$ cat src/sv/tlc_pkg.sv
`default_nettype none
package tlc_pkg;

  localparam int unsigned TIME_BITS = 20;
  localparam int unsigned OUT_W     = 20;
  localparam int unsigned MS_W      = 16;
  localparam int unsigned CMP_W     = (TIME_BITS > OUT_W) ? TIME_BITS : OUT_W;
  localparam int unsigned ADDR_W    = 5;
  localparam int unsigned DATA_W    = 32;

  localparam logic [OUT_W-1:0] OUT_MAX = {OUT_W{1'b1}};

  localparam logic [MS_W-1:0] TRANSITION_RST = 16'd1000;
  localparam logic [MS_W-1:0] NORMAL_RST     = 16'd15000;
  localparam logic [MS_W-1:0] LONG_RST       = 16'd30000;
  localparam logic [MS_W-1:0] SHORT_RST      = 16'd5000;

  typedef logic [TIME_BITS-1:0] timer_t;

  typedef enum logic [1:0] {
    CMD_TICK    = 2'd0,
    CMD_REQUEST = 2'd1,
    CMD_FORCE   = 2'd2,
    CMD_RELEASE = 2'd3
  } cmd_e;

  typedef enum logic [2:0] {
    REG_PRIO_MODE  = 3'd0,
    REG_PRIO_LANE  = 3'd1,
    REG_TRANSITION = 3'd2,
    REG_NORMAL     = 3'd3,
    REG_LONG       = 3'd4,
    REG_SHORT      = 3'd5
  } reg_e;

  typedef struct packed {
    logic            priority_mode;
    logic            priority_lane;
    logic [MS_W-1:0] transition_ms;
    logic [MS_W-1:0] normal_ms;
    logic [MS_W-1:0] long_ms;
    logic [MS_W-1:0] short_ms;
  } cfg_t;

  typedef struct packed {
    logic   cur_light;
    logic   target_light;
    logic   changing;
    logic   hold_flag;
    timer_t dwell_timer;
    timer_t change_timer;
  } state_t;

  function automatic timer_t sat_add(timer_t t, logic [MS_W-1:0] d);
    logic [TIME_BITS:0] s;
    s = {1'b0, t} + (TIME_BITS+1)'(d);
    return s[TIME_BITS] ? {TIME_BITS{1'b1}} : s[TIME_BITS-1:0];
  endfunction

  function automatic logic [OUT_W-1:0] sat_out(timer_t t);
    logic [CMP_W-1:0] w;
    w = CMP_W'(t);
    return (w > CMP_W'(OUT_MAX)) ? OUT_MAX : OUT_W'(w);
  endfunction

endpackage
`default_nettype wire

$ cat src/sv/tlc_cfg_regs.sv
`default_nettype none
module tlc_cfg_regs import tlc_pkg::*; (
  input  wire logic              clk_i,
  input  wire logic              rst_ni,
  input  wire logic              psel,
  input  wire logic              penable,
  input  wire logic              pwrite,
  input  wire logic [ADDR_W-1:0] paddr,
  input  wire logic [DATA_W-1:0] pwdata,
  output logic      [DATA_W-1:0] prdata,
  output logic                   pready,
  output cfg_t                   cfg_o
);

  cfg_t cfg_q, cfg_d;
  reg_e idx;
  logic wr_en;

  assign pready = 1'b1;
  assign idx    = reg_e'(paddr[ADDR_W-1:2]);
  assign wr_en  = psel && penable && pwrite;

  always_comb begin
    cfg_d = cfg_q;
    if (wr_en) begin
      case (idx)
        REG_PRIO_MODE:  cfg_d.priority_mode = pwdata[0];
        REG_PRIO_LANE:  cfg_d.priority_lane = pwdata[0];
        REG_TRANSITION: cfg_d.transition_ms = pwdata[MS_W-1:0];
        REG_NORMAL:     cfg_d.normal_ms     = pwdata[MS_W-1:0];
        REG_LONG:       cfg_d.long_ms       = pwdata[MS_W-1:0];
        REG_SHORT:      cfg_d.short_ms      = pwdata[MS_W-1:0];
        default:        cfg_d = cfg_q;
      endcase
    end
  end

  always_comb begin
    case (idx)
      REG_PRIO_MODE:  prdata = DATA_W'(cfg_q.priority_mode);
      REG_PRIO_LANE:  prdata = DATA_W'(cfg_q.priority_lane);
      REG_TRANSITION: prdata = DATA_W'(cfg_q.transition_ms);
      REG_NORMAL:     prdata = DATA_W'(cfg_q.normal_ms);
      REG_LONG:       prdata = DATA_W'(cfg_q.long_ms);
      REG_SHORT:      prdata = DATA_W'(cfg_q.short_ms);
      default:        prdata = '0;
    endcase
  end

  always_ff @(posedge clk_i or negedge rst_ni) begin
    if (!rst_ni) begin
      cfg_q.priority_mode <= 1'b0;
      cfg_q.priority_lane <= 1'b0;
      cfg_q.transition_ms <= TRANSITION_RST;
      cfg_q.normal_ms     <= NORMAL_RST;
      cfg_q.long_ms       <= LONG_RST;
      cfg_q.short_ms      <= SHORT_RST;
    end else begin
      cfg_q <= cfg_d;
    end
  end

  assign cfg_o = cfg_q;

endmodule
`default_nettype wire

$ cat config.mk
export PLATFORM = sky130hd
export DESIGN_NAME = tlc_cfg_regs
export DESIGN_NICKNAME = d
export VERILOG_FILES = /design/src/sv/tlc_pkg.sv /design/src/sv/tlc_cfg_regs.sv
export SDC_FILE = /design/constraint.sdc
export NUM_CORES = 1
export LEC_CHECK = 0
export ABC_AREA = 1
export BUFFER_PORTS_ARGS = -buffer_cell sky130_fd_sc_hd__clkbuf_2
export CAP_MARGIN = 20
export CORE_ASPECT_RATIO = 0.9
export CORE_UTILIZATION = 51
export DETAILED_ROUTE_END_ITERATION = 16
export HOLD_SLACK_MARGIN = 0.1
export PLACE_DENSITY = 0.85
export SYNTH_ARGS = -nofsm -noshare
export SYNTH_HDL_FRONTEND = slang
export SYNTH_SLANG_ARGS = --single-unit
$ cat constraint.sdc
create_clock -name clk_i -period 2.6 [get_ports clk_i]
set_clock_uncertainty 0.05 [all_clocks]
set_input_delay 0.52 -clock clk_i [delete_from_list [all_inputs] [get_ports clk_i]]
set_output_delay 0.52 -clock clk_i [all_outputs]
set_load 0.005 [all_outputs]
==> metrics.md <==
| Metric | Value |
|---|---|
| Setup ws final | `0.249 ns` |
| Slowest CP cell | `nand3_2` |
| Final critical-path required period | `2.35 ns` |
| FFs w/ async S/R, synth | `1.00` |
| Vias per cell | `5.10` |
| CP peak stage delay | `0.30 ns` |
| Clk slew on worst S/H paths | `0.06 ns` |
| Die H | `78.3 um` |
| Drt pass-1 iters | `5` |
| Core box area | `6180 um2` |
| PD cells | `751 nW/um2` |
| Average size of a mapped cell | `7.83 um2` |
| Sequential-to-total area share from yosys stat | `0.511` |
| Fmax | `425 MHz` |
| Layout area overhead | `22.6%` |
| Kind of critical path | `in2out` |
| Synth area leader | `dfrtp_1` |
| Insertion delay to the later sink of the worst-skew pair | `0.33 ns` |
| Max-Cap Viols | `0` |
| Gr usage total | `0.277` |
| Final TNS setup | `0 ns` |
| Most used cell, CP | `clkbuf_2` |
| Startpoint types | `input pin` |
| GR Overflow Total | `0` |
| Worst min-delay path category | `in2async` |
| Status | `complete, no violations` |
| Final wirelength | `8820 um` |
| Dpl ws | `0.292 ns` |
| Std cell rows | `27` |
| Nets | `566` |
| Synthesis Warnings | `0` |
| Max VDD drop | `0.000342 V` |
| CTS tree | `done` |
| Share of the synthesized area in the top cell type | `0.311` |
| Crit path from | `paddr[4]` |
| Slew headroom | `0.460` |
| Initial core utilization | `0.533` |
| Fin. Hold Viols | `0` |
| First-pass GRT wire length | `14100 um` |
| Top Ports | `141` |
| Synth Register Bits | `66` |
| CTS root buf | `clkbuf_8` |
| Vias in the first global route | `2914` |
| CTS sink cnt | `66` |
| Largest net degree at the start of global routing | `67` |
| Initial antenna violation count | `0` |
| Layout cells sized above 1 | `0.310` |
| Final setup viols | `0` |
| Predominant post-synthesis flop cell | `dfrtp_1` |
| Die Area | `6790 um2` |
| Initial DRC Count | `254` |
| Cts hold-fix bufs | `0` |
| Critical Path Sink Type | `output pin` |
| Post-CTS sizing | `0` |
| Fillers | `527` |
| Leakage Power | `2.18 nW` |
| Detail Route Antenna Nets | `0` |
| Fin cells | `616` |
| Final core occ | `0.654` |
| DRC | `0` |
| Drt wl/cell | `14.3 um` |
| GPL Wtd Cong | `0.930` |
| CP Max Fanout | `17` |
| Max Slew Vio Count | `0` |
| Actual slew at the worst max-slew pin | `0.809 ns` |
| HPWL after DPL | `6390 um` |
| Synth unique cells | `23` |
| Bufs on Longest Clock Path | `2` |
| Worst path cell trace | `clkbuf_2, inv_2, nand3_2, nor2_1, a21oi_1, nand2_1, clkbuf_2` |
| Origin of the critical flop-to-flop path | `cfg_o[44]` |
| Placed insts | `600` |
| Number of synthesized flops with an enable pin | `0` |
| Via count | `3141` |
| Post-CTS setup buffers | `0` |
| H-Tree Depth | `3` |
| Num CTS Buffers | `9` |
| Synth top area cells | `dfrtp_1, dfstp_2, nand2_1` |
| Port bufs | `105` |
| Tcrit/Tclk final | `0.904` |
| Max reg flops | `66` |
| RSZ-0062 raised after global routing | `false` |
| Die Span X | `86.7 um` |
| Post-Syn Area | `3300 um2` |
| CP arrival | `1.78 ns` |
| Ant. Diodes | `0` |
| Post-Syn Instances | `421` |
| CP Data Required Time | `2.03 ns` |
[where the power goes]
group | internal, W | switching, W
sequential | 0.00130 | 0.000147
combinational | 0.000300 | 0.000392
clock | 0.000521 | 0.000374
total | 0.00212 | 0.000913
[final cells by class]
| cell class | instances | area (um2) | share of cell area |
|---|---|---|---|
| Clock inverter | 2 | 35.0 | 0.00867 |
| Timing Repair Buffer | 115 | 601 | 0.149 |
| Inverter | 51 | 191 | 0.0474 |
| Multi-Input combinational cell | 281 | 1250 | 0.309 |
| Tap cell | 87 | 109 | 0.0269 |
| Clock buffer | 14 | 173 | 0.0427 |
| Sequential cell | 66 | 1680 | 0.416 |
[layout by cell type, fill, tap and decap left out, drive strengths merged, types with 10 or more instances in the layout]
| master | netlist | routed |
|---|---|---|
| nand2 | 120 | 120 |
| clkbuf | 3 | 119 |
| o21ai | 66 | 66 |
| dfrtp | 41 | 41 |
| inv | 38 | 38 |
| nand3 | 36 | 36 |
| dfstp | 25 | 25 |
| nor2 | 22 | 22 |
| conb | 2 | 17 |
| a21oi | 16 | 16 |
| clkinv | 13 | 14 |
| buf | 35 | 10 |
[worst paths after layout]
path	to	slack [ns]	cells past startpoint
worst max-delay path	prdata[1]	0.25	7
worst min-delay path	cfg_o[4]	0.31	2
worst max register to register	cfg_o[44]	1.76	2
worst min register to register	cfg_o[51]	0.42	2
max in group asynchronous	cfg_o[47]	1.65	2
min in group clk_i	cfg_o[24]	0.37	3
[cells in the mapped netlist, types with 2 or more instances]
library cell	n
nand2_1	119
o21ai_1	50
dfrtp_1	41
inv_1	36
nand3_1	35
dfstp_2	25
buf_4	18
nor2_1	18
a21oi_1	16
buf_2	16
o21ai_0	16
clkinv_1	13
clkbuf_1	3
conb_1	2
inv_2	2
nand4_1	2
nor2_2	2
nor2_4	2
[kinds of logic (layout without fill, tap and decap cells)]
| family | Yosys count | after routing | share of synthesized area |
|---|---|---|---|
| AND/OR/NAND/NOR | 182 | 182 | 0.235 |
| other | 2 | 17 | 0.00228 |
| buffers and inverters | 89 | 182 | 0.128 |
| flip-flops | 66 | 66 | 0.511 |
| AO/OA/AOI/OAI | 82 | 82 | 0.125 |
[layer usage]
metal | GRT usage | part of all wire | vias to the layer above
met4 | 0.132 | 0.026 | 0
met3 | 0.0568 | 0.089 | 20
li1 | - | - | 1510
met2 | 0.415 | 0.45 | 172
met5 | 0 | 0 | -
met1 | 0.386 | 0.44 | 1439
[per-stage QoR]
step	hold WS, ns	power, W	instance area, um2
detailed placement	0.416	0.00216	3830
global route	0.378	0.00321	4040
CTS	0.341	0.00305	4040
finish	0.313	0.00304	4040
global placement	0.410	0.00213	3830
floorplan	0.174	0.00177	3350
[worst max-delay path, delay by kind of cell]
kind,cells,cell delay (ns)
AO/OA/AOI/OAI,1,0.25
buffers and inverters,3,0.51
AND/OR/NAND/NOR,3,0.49
(Power assumes the default switching activity.)
