--- config.mk ---
export PLATFORM = sky130hd
export DESIGN_NAME = tlc_state
export DESIGN_NICKNAME = d
export VERILOG_FILES = /design/src/sv/tlc_pkg.sv /design/src/sv/tlc_state.sv
export SDC_FILE = /design/constraint.sdc
export NUM_CORES = 1
export LEC_CHECK = 0
export BUFFER_PORTS_ARGS = -buffer_cell sky130_fd_sc_hd__buf_2
export CAP_MARGIN = 30
export CORE_AREA = 2 2 138 140
export CTS_CLUSTER_DIAMETER = 60
export DETAILED_ROUTE_END_ITERATION = 7
export DIE_AREA = 0 0 140 142
export PLACE_DENSITY = 0.48
export SYNTH_ARGS = -nofsm -noshare
export SYNTH_HDL_FRONTEND = slang
export SYNTH_SLANG_ARGS = --single-unit
--- constraint.sdc ---
create_clock -name clk_i -period 5.8 [get_ports clk_i]
set_input_delay 0.87 -clock clk_i [delete_from_list [all_inputs] [get_ports clk_i]]
set_output_delay 0.87 -clock clk_i [all_outputs]
set_load 0.005 [all_outputs]
--- src/sv/tlc_pkg.sv ---
`default_nettype none
package tlc_pkg;

  localparam int unsigned TIME_BITS = 20;
  localparam int unsigned OUT_W     = 20;
  localparam int unsigned MS_W      = 16;
  localparam int unsigned CMP_W     = (TIME_BITS > OUT_W) ? TIME_BITS : OUT_W;
  localparam int unsigned ADDR_W    = 5;
  localparam int unsigned DATA_W    = 32;

  localparam logic [OUT_W-1:0] OUT_MAX = {OUT_W{1'b1}};

  localparam logic [MS_W-1:0] TRANSITION_RST = 16'd1000;
  localparam logic [MS_W-1:0] NORMAL_RST     = 16'd15000;
  localparam logic [MS_W-1:0] LONG_RST       = 16'd30000;
  localparam logic [MS_W-1:0] SHORT_RST      = 16'd5000;

  typedef logic [TIME_BITS-1:0] timer_t;

  typedef enum logic [1:0] {
    CMD_TICK    = 2'd0,
    CMD_REQUEST = 2'd1,
    CMD_FORCE   = 2'd2,
    CMD_RELEASE = 2'd3
  } cmd_e;

  typedef enum logic [2:0] {
    REG_PRIO_MODE  = 3'd0,
    REG_PRIO_LANE  = 3'd1,
    REG_TRANSITION = 3'd2,
    REG_NORMAL     = 3'd3,
    REG_LONG       = 3'd4,
    REG_SHORT      = 3'd5
  } reg_e;

  typedef struct packed {
    logic            priority_mode;
    logic            priority_lane;
    logic [MS_W-1:0] transition_ms;
    logic [MS_W-1:0] normal_ms;
    logic [MS_W-1:0] long_ms;
    logic [MS_W-1:0] short_ms;
  } cfg_t;

  typedef struct packed {
    logic   cur_light;
    logic   target_light;
    logic   changing;
    logic   hold_flag;
    timer_t dwell_timer;
    timer_t change_timer;
  } state_t;

  function automatic timer_t sat_add(timer_t t, logic [MS_W-1:0] d);
    logic [TIME_BITS:0] s;
    s = {1'b0, t} + (TIME_BITS+1)'(d);
    return s[TIME_BITS] ? {TIME_BITS{1'b1}} : s[TIME_BITS-1:0];
  endfunction

  function automatic logic [OUT_W-1:0] sat_out(timer_t t);
    logic [CMP_W-1:0] w;
    w = CMP_W'(t);
    return (w > CMP_W'(OUT_MAX)) ? OUT_MAX : OUT_W'(w);
  endfunction

endpackage
`default_nettype wire

--- src/sv/tlc_state.sv ---
`default_nettype none
module tlc_state import tlc_pkg::*; (
  input  wire logic            clk_i,
  input  wire logic            rst_ni,
  input  wire logic            accept_i,
  input  wire cmd_e            cmd_i,
  input  wire logic [MS_W-1:0] delta_i,
  input  wire logic            light_i,
  input  wire cfg_t            cfg_i,
  output state_t               nxt_o
);

  state_t st_q, st_d;
  timer_t dw_sum, ch_sum;
  logic [MS_W-1:0] dwell_ms;
  logic req_go;

  always_comb begin
    if (!cfg_i.priority_mode) begin
      dwell_ms = cfg_i.normal_ms;
    end else if (cfg_i.priority_lane) begin
      dwell_ms = st_q.cur_light ? cfg_i.long_ms : cfg_i.short_ms;
    end else begin
      dwell_ms = st_q.cur_light ? cfg_i.short_ms : cfg_i.long_ms;
    end
  end

  assign dw_sum = sat_add(st_q.dwell_timer, delta_i);
  assign ch_sum = sat_add(st_q.change_timer, delta_i);
  assign req_go = (light_i != st_q.cur_light) && !st_q.changing;

  always_comb begin
    st_d = st_q;
    case (cmd_i)
      CMD_TICK: begin
        if (!st_q.hold_flag) begin
          st_d.dwell_timer = dw_sum;
          if (st_q.changing) begin
            st_d.change_timer = ch_sum;
            if (ch_sum >= TIME_BITS'(cfg_i.transition_ms)) begin
              st_d.cur_light    = st_q.target_light;
              st_d.changing     = 1'b0;
              st_d.change_timer = '0;
              st_d.dwell_timer  = '0;
            end
          end else if (dw_sum >= TIME_BITS'(dwell_ms)) begin
            st_d.target_light = ~st_q.cur_light;
            st_d.changing     = 1'b1;
            st_d.change_timer = '0;
            st_d.dwell_timer  = '0;
          end
        end
      end
      CMD_FORCE: begin
        st_d.hold_flag    = 1'b1;
        st_d.cur_light    = light_i;
        st_d.target_light = light_i;
        st_d.changing     = 1'b0;
        st_d.change_timer = '0;
        st_d.dwell_timer  = '0;
      end
      CMD_REQUEST, CMD_RELEASE: begin
        if (cmd_i == CMD_RELEASE) begin
          st_d.hold_flag = 1'b0;
        end
        if (req_go) begin
          st_d.target_light = light_i;
          st_d.changing     = 1'b1;
          st_d.change_timer = '0;
          st_d.dwell_timer  = '0;
        end
      end
      default: st_d = st_q;
    endcase
  end

  always_ff @(posedge clk_i or negedge rst_ni) begin
    if (!rst_ni) begin
      st_q <= '0;
    end else if (accept_i) begin
      st_q <= st_d;
    end
  end

  assign nxt_o = st_d;

endmodule
`default_nettype wire

==> results of run 1 <==
## stage by stage
stage               area (µm²)  utilization  setup slack (ns)  hold WS, ns  power, mW
global placement          7240        0.392            -0.411        0.506       2.08
detailed placement        7240        0.392            -0.464        0.505       2.07
floorplan                 5440            -             0.137        0.475       1.37
global route              8300        0.450            -0.251        0.574       2.92
finish                    8300        0.450           -0.0309        0.529       2.69
CTS                       8090        0.439           -0.0158        0.532       2.61
## routing by layer
| metal | GRT usage | up-vias | part of all wire |
|---|---|---|---|
| met3 | 0.0276 | 29 | 0.048 |
| met5 | 0 | - | 0 |
| met2 | 0.329 | 198 | 0.45 |
| met4 | 0.0606 | 0 | 0.026 |
| li1 | - | 3111 | - |
| met1 | 0.271 | 2796 | 0.47 |
## path summary, 6_finish.rpt
| path | endpoint | depth (start not counted) |
|---|---|---|
| max | nxt_o[37] | 22 |
| min | st_q[15] | 1 |
| max reg2reg | st_q[0] | 21 |
| min reg2reg | st_q[15] | 1 |
| max in group asynchronous | st_q[26] | 2 |
| min in group asynchronous | st_q[17] | 2 |
## cells in the final DEF, fill, tap and decap left out, types with 7 or more instances in the layout
cell type,instances
inv_1,30
and2_1,8
a22o_1,30
buf_4,161
o21ai_0,42
a32o_1,30
ha_1,56
mux2i_1,20
xor2_1,13
o211ai_1,7
nand2b_1,9
nand4_1,7
o21ai_1,14
dfrtp_1,44
nor3_1,8
a21o_1,14
nand3_1,16
o21a_1,7
xnor2_1,11
buf_6,10
buf_2,129
o21ai_2,9
nor2_1,34
a21oi_1,36
nand2_1,65
## repair_timing
item,4_1_cts,5_1_grt
endpoints found under the setup margin,43,43
gates resized for setup,72,36
setup buffers,37,7
pin swaps,42,33
gates cloned,5,0
## power by group through the flow
| stage | combinational [mW] | sequential, mW | clock, mW |
|---|---|---|---|
| after floorplan | 0.961 | 0.411 | 0 |
| after global placement | 1.62 | 0.461 | 0 |
| after detailed placement | 1.61 | 0.456 | 0 |
| after CTS | 1.85 | 0.452 | 0.314 |
| after global routing | 2.13 | 0.463 | 0.325 |
| final | 1.93 | 0.456 | 0.306 |
## critical path, stage by stage
cell       delay, ns
buf_2           0.13
ha_1            0.31
buf_4           0.15
nand3_1         0.08
nor2_1          0.19
o211ai_1        0.18
and3_4          0.24
buf_6           0.13
o21ai_0         0.40
ha_1            0.34
and4_1          0.17
o2111ai_2       0.09
a2bb2oi_2       0.20
a21oi_2         0.09
a311oi_1        0.27
nand4_1         0.23
nor3_4          0.21
buf_6           0.13
a21o_4          0.14
buf_12          0.14
a22o_1          0.14
buf_2           0.11
## layout make-up
cell class / count / share of cell area
Timing Repair Buffer: 311 / 0.269
Inverter: 30 / 0.0136
Tap cell: 234 / 0.0353
Clock buffer: 8 / 0.0176
Multi-Input combinational cell: 558 / 0.532
Sequential cell: 44 / 0.133
## kinds of logic (layout without fill, tap and decap cells)
| family | after synthesis | in the layout | share of synthesized area |
|---|---|---|---|
| simple gates | 191 | 191 | 0.175 |
| buf+inv | 73 | 349 | 0.0600 |
| flops | 44 | 44 | 0.202 |
| xor+xnor | 25 | 25 | 0.0402 |
| mux | 22 | 22 | 0.0409 |
| compound gates | 254 | 254 | 0.327 |
| fa+ha+maj | 66 | 66 | 0.155 |
==> results.md, run 1 <==
- Clock group share of total power: 0.114
- Clk sinks: 44
- Top Registers: st_q (44)
- Most area-consuming cells after synthesis: dfrtp_1 (20%), ha_1 (15%), a32o_1 (5.5%), o21ai_0 (5.5%), a22o_1 (4.8%)
- Count of non-filler cells in the finished layout: 1185
- Placed cells: 1129
- Psw: 1.14 mW
- Antenna Cells: 0
- CTS buffer count: 5
- Worst IR Drop VDD: 125 µV
- CP required: 4.93 ns
- Max-slew headroom: 0.503
- Final hold vios: 0
- Clk slew on worst S/H paths: 0.07 ns
- WL/cell: 16.8 µm
- # setup viols final: 8
- Failing checks: design-rule violations, negative setup slack
- Most frequent cell after synthesis: nand2_1
- Hold path start: st_q[15]
- Root Driver: clkbuf_16
- Largest reg by FF count: st_q
- Startpoint Class: input pin
- TritonRoute pass-1 iters: 8
- Layout area overhead: 52.5%
- RSZ-0062 raised after global routing: yes
- Mean Syn Cell Area: 8.06 µm²
- Cell variety after synth: 66
- Setup TNS: -0.188 ns
- Commonest cells post-synth: nand2_1 (66), ha_1 (64), o21ai_0 (60)
- Worst min-delay path class: flip-flop to flip-flop
- Port-buffer cells: 131
- Setup WS post-layout: -0.0309 ns
- Mapped cell area: 5440 µm²
- Max reg flops: 44
- Internal power: 1.55 mW
- Post-route ant nets: 0
- Starting DRC count in detailed routing: 443
- Leak: 4.11 nW
- GR Util All Layers: 0.199
- FP Rows: 50
- Synth Register Bits: 44
- Hpwl dp: 14600 µm
- Status: complete, but fails checks
- R2r startpoint: st_q[0]
- H-tree levels: 2
- Share of layout cells above drive strength 1: 0.411
- Filler Cell Count: 1831
- Hold Buf Count CTS: 0
- Final period utilization: 1.01
- Clock latency on the worst-skew pair: 0.30 ns
- Crit path launch: delta_i[9]
- Final WL: 19900 µm
- Vias in the first global route: 6005
- Crit Path Category: input pin to output port
- Largest net degree at the start of global routing: 45
- Sequential power share: 0.169
- CTS tree: done
- Die height: 142 µm
- CP endpoint kind: output port
- CTS max path bufs: 2
- Post-synth top area cell: dfrtp_1
- DRC violations left: 9
- Vias: 6134
- Area occupied by multi-input gates: 4420 µm²
- Worst-path fanout max: 9
- Gate power share: 0.717
- Ys async rst share: 1.00
- DIE WIDTH: 140 µm
- R2R Setup Slk: 0.97 ns
- Starting density of the core: 0.295
- Post-Syn Nets: 829
- Worst-margin pin slew: 0.738 ns
- Seq/Total Area, Yosys: 0.202
- Layout net count: 1104
- Initial antenna violation count: 0
- Share of the synthesized area in the top cell type: 0.202
- Worst clock skew: 0.00711 ns
- First-pass GRT wire length: 31400 µm
- Die area: 19900 µm²
- Arrival @ worst endpoint: 4.96 ns
- Top FF cell, synth: dfrtp_1
- Slew Viols, Final: 0
- Grt total ovfl: 0
- DR vias/cell: 5.18
- Switching Share: 0.424
- Post-route minimum period: 5.83 ns
- Post-synth EDFFs: 0
- Gate Count Post-Synth: 675
- Reg area: 1100 µm²
- # IOs: 132
- Fmax: 172 MHz
- # Max-Cap Violations: 0
- Placer congestion estimate: 0.838
- Core box area: 18500 µm²
- Cell Pwr Density: 324 nW/µm²
- Synth warn: 0
(Power assumes the default switching activity.)
==> run 2: changes to the inputs <==
Settings changed: ABC_AREA set to 1, BUFFER_PORTS_ARGS -buffer_cell sky130_fd_sc_hd__buf_2 to unset, CORE_AREA 2 2 138 140 to 2 2 152 154, DIE_AREA 0 0 140 142 to 0 0 154 156, DONT_BUFFER_PORTS set to 1, PLACE_DENSITY 0.48 to 0.42.
==> run 2 against run 1 <==
Effect of this change:
- the flow now finishes without violations
- flip-flop and latch count stayed put
- global-route usage is 1.0 points lower
- non-clock buffer count fell by 296
- combinational power shrank 52%
- clock power grew 3%
- synthesized cell count increased by 72%
- setup slack gained 0.37 ns
- register-to-register slack improved by 0.47 ns
- utilization decreased by 13 points
==> results.md, run 2 <==
- Status: completed
- Final period utilization: 0.942 (-0.0630)
- Layout area overhead: 7.04%
- Sequential power share: 0.237 (+0.068)
- CP Cell Sequence: ha_1 -> nand2_1 -> nand3_1 -> nand2_1 -> nand2_1 -> inv_1 -> o21ai_0 -> a21oi_1 -> o21ai_0 -> ha_1 -> a21o_1 -> a221oi_1 -> a21boi_0 -> nand2_1 -> nor2_4 -> buf_12 -> buf_4 -> nand4_1 -> nand2_1 -> nand2_1 -> nand2_1
- Leak: 4.17 nW (+1.3%)
- Port-buffer cells: 0 (-100%)
- Clock latency on the worst-skew pair: 0.30 ns (about the same)
- Final hold vios: 0 (unchanged)
- TritonRoute pass-1 iters: 5 (-3)
- Worst clock skew: 0.00817 ns (+0.00105 ns)
- Crit Path Category: input pin to output port
- Hold Buf Count CTS: 0 (unchanged)
- Largest net degree at the start of global routing: 49 (+8.9%)
- DP Area: 6880 µm² (-5.1%)
- # IOs: 132 (unchanged)
- Most frequent cells in the layout: nand2_1 (518), inv_1 (126), nor2_1 (76)
- Gate Count Post-Synth: 1161 (+72%)
- Cell Pwr Density: 231 nW/µm² (-29%)
- Initial antenna violation count: 0 (unchanged)
- Worst min-delay path class: input pin to asynchronous set/reset pin
- Layout net count: 1302 (+18%)
- Placer congestion estimate: 0.888 (+5.9%)
- Seq/Total Area, Yosys: 0.166 (-0.0359)
- Startpoint Class: input pin
- Arrival @ worst endpoint: 4.60 ns (-0.36 ns)
- RR Endpoint: st_q[5]
- Gate power share: 0.571 (-0.146)
- Top FF cell, synth: dfrtp_1
- CP required: 4.93 ns (about the same)
- Clk slew on worst S/H paths: 0.07 ns (about the same)
- Vias: 6816 (+11%)
- RSZ-0062 raised after global routing: no
- Cell variety after synth: 39 (-41%)
- Filler Cell Count: 2545 (+39%)
- Hpwl dp: 18100 µm (+24%)
- Area occupied by multi-input gates: 4810 µm² (+8.9%)
- Fmax: 183 MHz (+6.7%)
- Slew Viols, Final: 0 (unchanged)
- Crit path largest cell delay: 0.44 ns (+0.04 ns)
- Final WL: 22900 µm (+15%)
- R2R Setup Slk: 1.44 ns (+0.47 ns)
- DRC violations left: 0 (-9)
- WL/cell: 16.0 µm (-5.2%)
- CTS tree: done
- Post-route ant nets: 0 (unchanged)
- Clk sinks: 44 (unchanged)
- CTS buffer count: 5 (unchanged)
- Commonest cells post-synth: nand2_1 (518), inv_1 (126), nor2_1 (77)
- Final Instance Area: 7080 µm² (-15%)
- CP endpoint kind: output port
- # Max-Cap Violations: 0 (unchanged)
- Cell mode on critical path: nand2_1
- Largest reg by FF count: st_q
- Commonest non-fill, non-tap cell in the layout: nand2_1
- Root Driver: clkbuf_16
- Most area-consuming cells after synthesis: nand2_1 (29%), dfrtp_1 (17%), ha_1 (12%), inv_1 (7.2%), nand3_1 (5.1%)
- Worst-path fanout max: 6 (-3)
- Synth Register Bits: 44 (unchanged)
- Ys async rst share: 1.00 (unchanged)
- R2r startpoint: st_q[2]
- DR vias/cell: 4.75 (-8.2%)
- Top Registers: st_q (44)
- # setup viols final: 0 (-8)
- Slowest CP cell: o21ai_0
- Post-synth EDFFs: 0 (unchanged)
- Clock group share of total power: 0.192 (+0.078)
- Internal power: 839 µW (-46%)
- Share of the synthesized area in the top cell type: 0.294 (+0.0916)
- DIE WIDTH: 154 µm (+10%)
- H-tree levels: 2 (unchanged)
- Starting density of the core: 0.296 (+0.000873)
- Synth warn: 0 (unchanged)
- Die area: 24000 µm² (+21%)
- Switching Share: 0.487 (+0.0627)
- CTS max path bufs: 2 (unchanged)
- Antenna Cells: 0 (unchanged)
- Die height: 156 µm (+9.9%)
- Post-synth top area cell: nand2_1
- Setup TNS: 0 ns (+0.188 ns)
- Reg2Reg Depth: 23 (+9.5%)
- FP Rows: 55 (+10%)
- Grt total ovfl: 0 (unchanged)
- Max-slew headroom: 0.367 (-0.137)
- Core box area: 22400 µm² (+21%)
- Reg area: 1100 µm² (unchanged)
- Worst-margin pin slew: 0.950 ns (+0.212 ns)
- Psw: 796 µW (-30%)
- Worst IR Drop VDD: 105 µV (-16%)
- Vias in the first global route: 6186 (+3.0%)
- Mapped cell area: 6610 µm² (+22%)
- First-pass GRT wire length: 35400 µm (+13%)
- Starting DRC count in detailed routing: 328 (-26%)
- Post-Syn Nets: 1315 (+59%)
- GR Util All Layers: 0.189 (-0.00997)
- Max reg flops: 44 (unchanged)
- Post-route minimum period: 5.47 ns (-0.365 ns)
- Share of layout cells above drive strength 1: 0.0888 (-0.322)
- Mean Syn Cell Area: 5.70 µm² (-29%)
- Most frequent cell after synthesis: nand2_1
run 2: cell type report:
cell class | instances | share of cell area
multi-input cells | 942 | 0.679
flip-flops and latches | 44 | 0.156
inverters | 140 | 0.0742
well taps | 285 | 0.0504
clock buffers | 6 | 0.0196
repair buffers | 15 | 0.0194
clock inverters | 2 | 0.00141
run 2: repair_timing:
item | CTS | global route
setup endpoints to repair | 0 | 17
buffers inserted | 0 | 4
gates resized for setup | 0 | 2
hold endpoints to repair | 0 | 0
run 2: metal layers:
| layer | GRT usage | up-vias | part of all wire |
|---|---|---|---|
| met5 | 0 | - | 0 |
| met4 | 0.0312 | 0 | 0.0098 |
| met3 | 0.0411 | 12 | 0.070 |
| met2 | 0.285 | 149 | 0.42 |
| met1 | 0.278 | 3032 | 0.50 |
| li1 | - | 3623 | - |
run 2: cell families after synthesis:
| family | Yosys count | synth area share |
|---|---|---|
| simple gates | 762 | 0.494 |
| buf+inv | 175 | 0.109 |
| flops | 44 | 0.166 |
| xor+xnor | 16 | 0.0212 |
| compound gates | 98 | 0.0817 |
| fa+ha+maj | 66 | 0.127 |
run 2: power by group through the flow:
stage | Combinational (mW) | Clock (mW) | Sequential (mW)
2_1_floorplan | 0.724 | 0 | 0.368
3_3_place_gp | 0.917 | 0 | 0.392
3_5_place_dp | 0.918 | 0 | 0.392
4_1_cts | 0.922 | 0.322 | 0.386
5_1_grt | 1.07 | 0.337 | 0.393
6_report | 0.934 | 0.314 | 0.387
run 2: per-stage QoR:
step,util,setup slack [ns],power [mW],std cells,hold slack (ns)
global placement,0.307,0.139,1.31,1422,0.523
floorplan,-,0.973,1.09,1161,0.496
CTS,0.314,0.141,1.63,1430,0.244
detailed placement,0.307,0.146,1.31,1422,0.522
global route,0.317,0.00232,1.80,1434,0.238
finish,0.317,0.335,1.63,1434,0.254
run 2: worst max-delay path, delay by kind of cell:
family          cells  cell delay (ns)
compound gates      6             1.65
simple gates       10             1.06
fa+ha+maj           2             0.70
buf+inv             3             0.31
run 2: how the worst max path moves through the flow:
| stage | endpoint | slack, ns | startpoint |
|---|---|---|---|
| after CTS | nxt_o[15] | 0.14 | delta_i[0] |
| after floorplan | nxt_o[11] | 0.97 | delta_i[0] |
| final | nxt_o[2] | 0.33 | delta_i[2] |
| after global routing | nxt_o[4] | 0.002 | delta_i[2] |
| after global placement | nxt_o[15] | 0.14 | delta_i[2] |
| after detailed placement | nxt_o[15] | 0.15 | delta_i[0] |
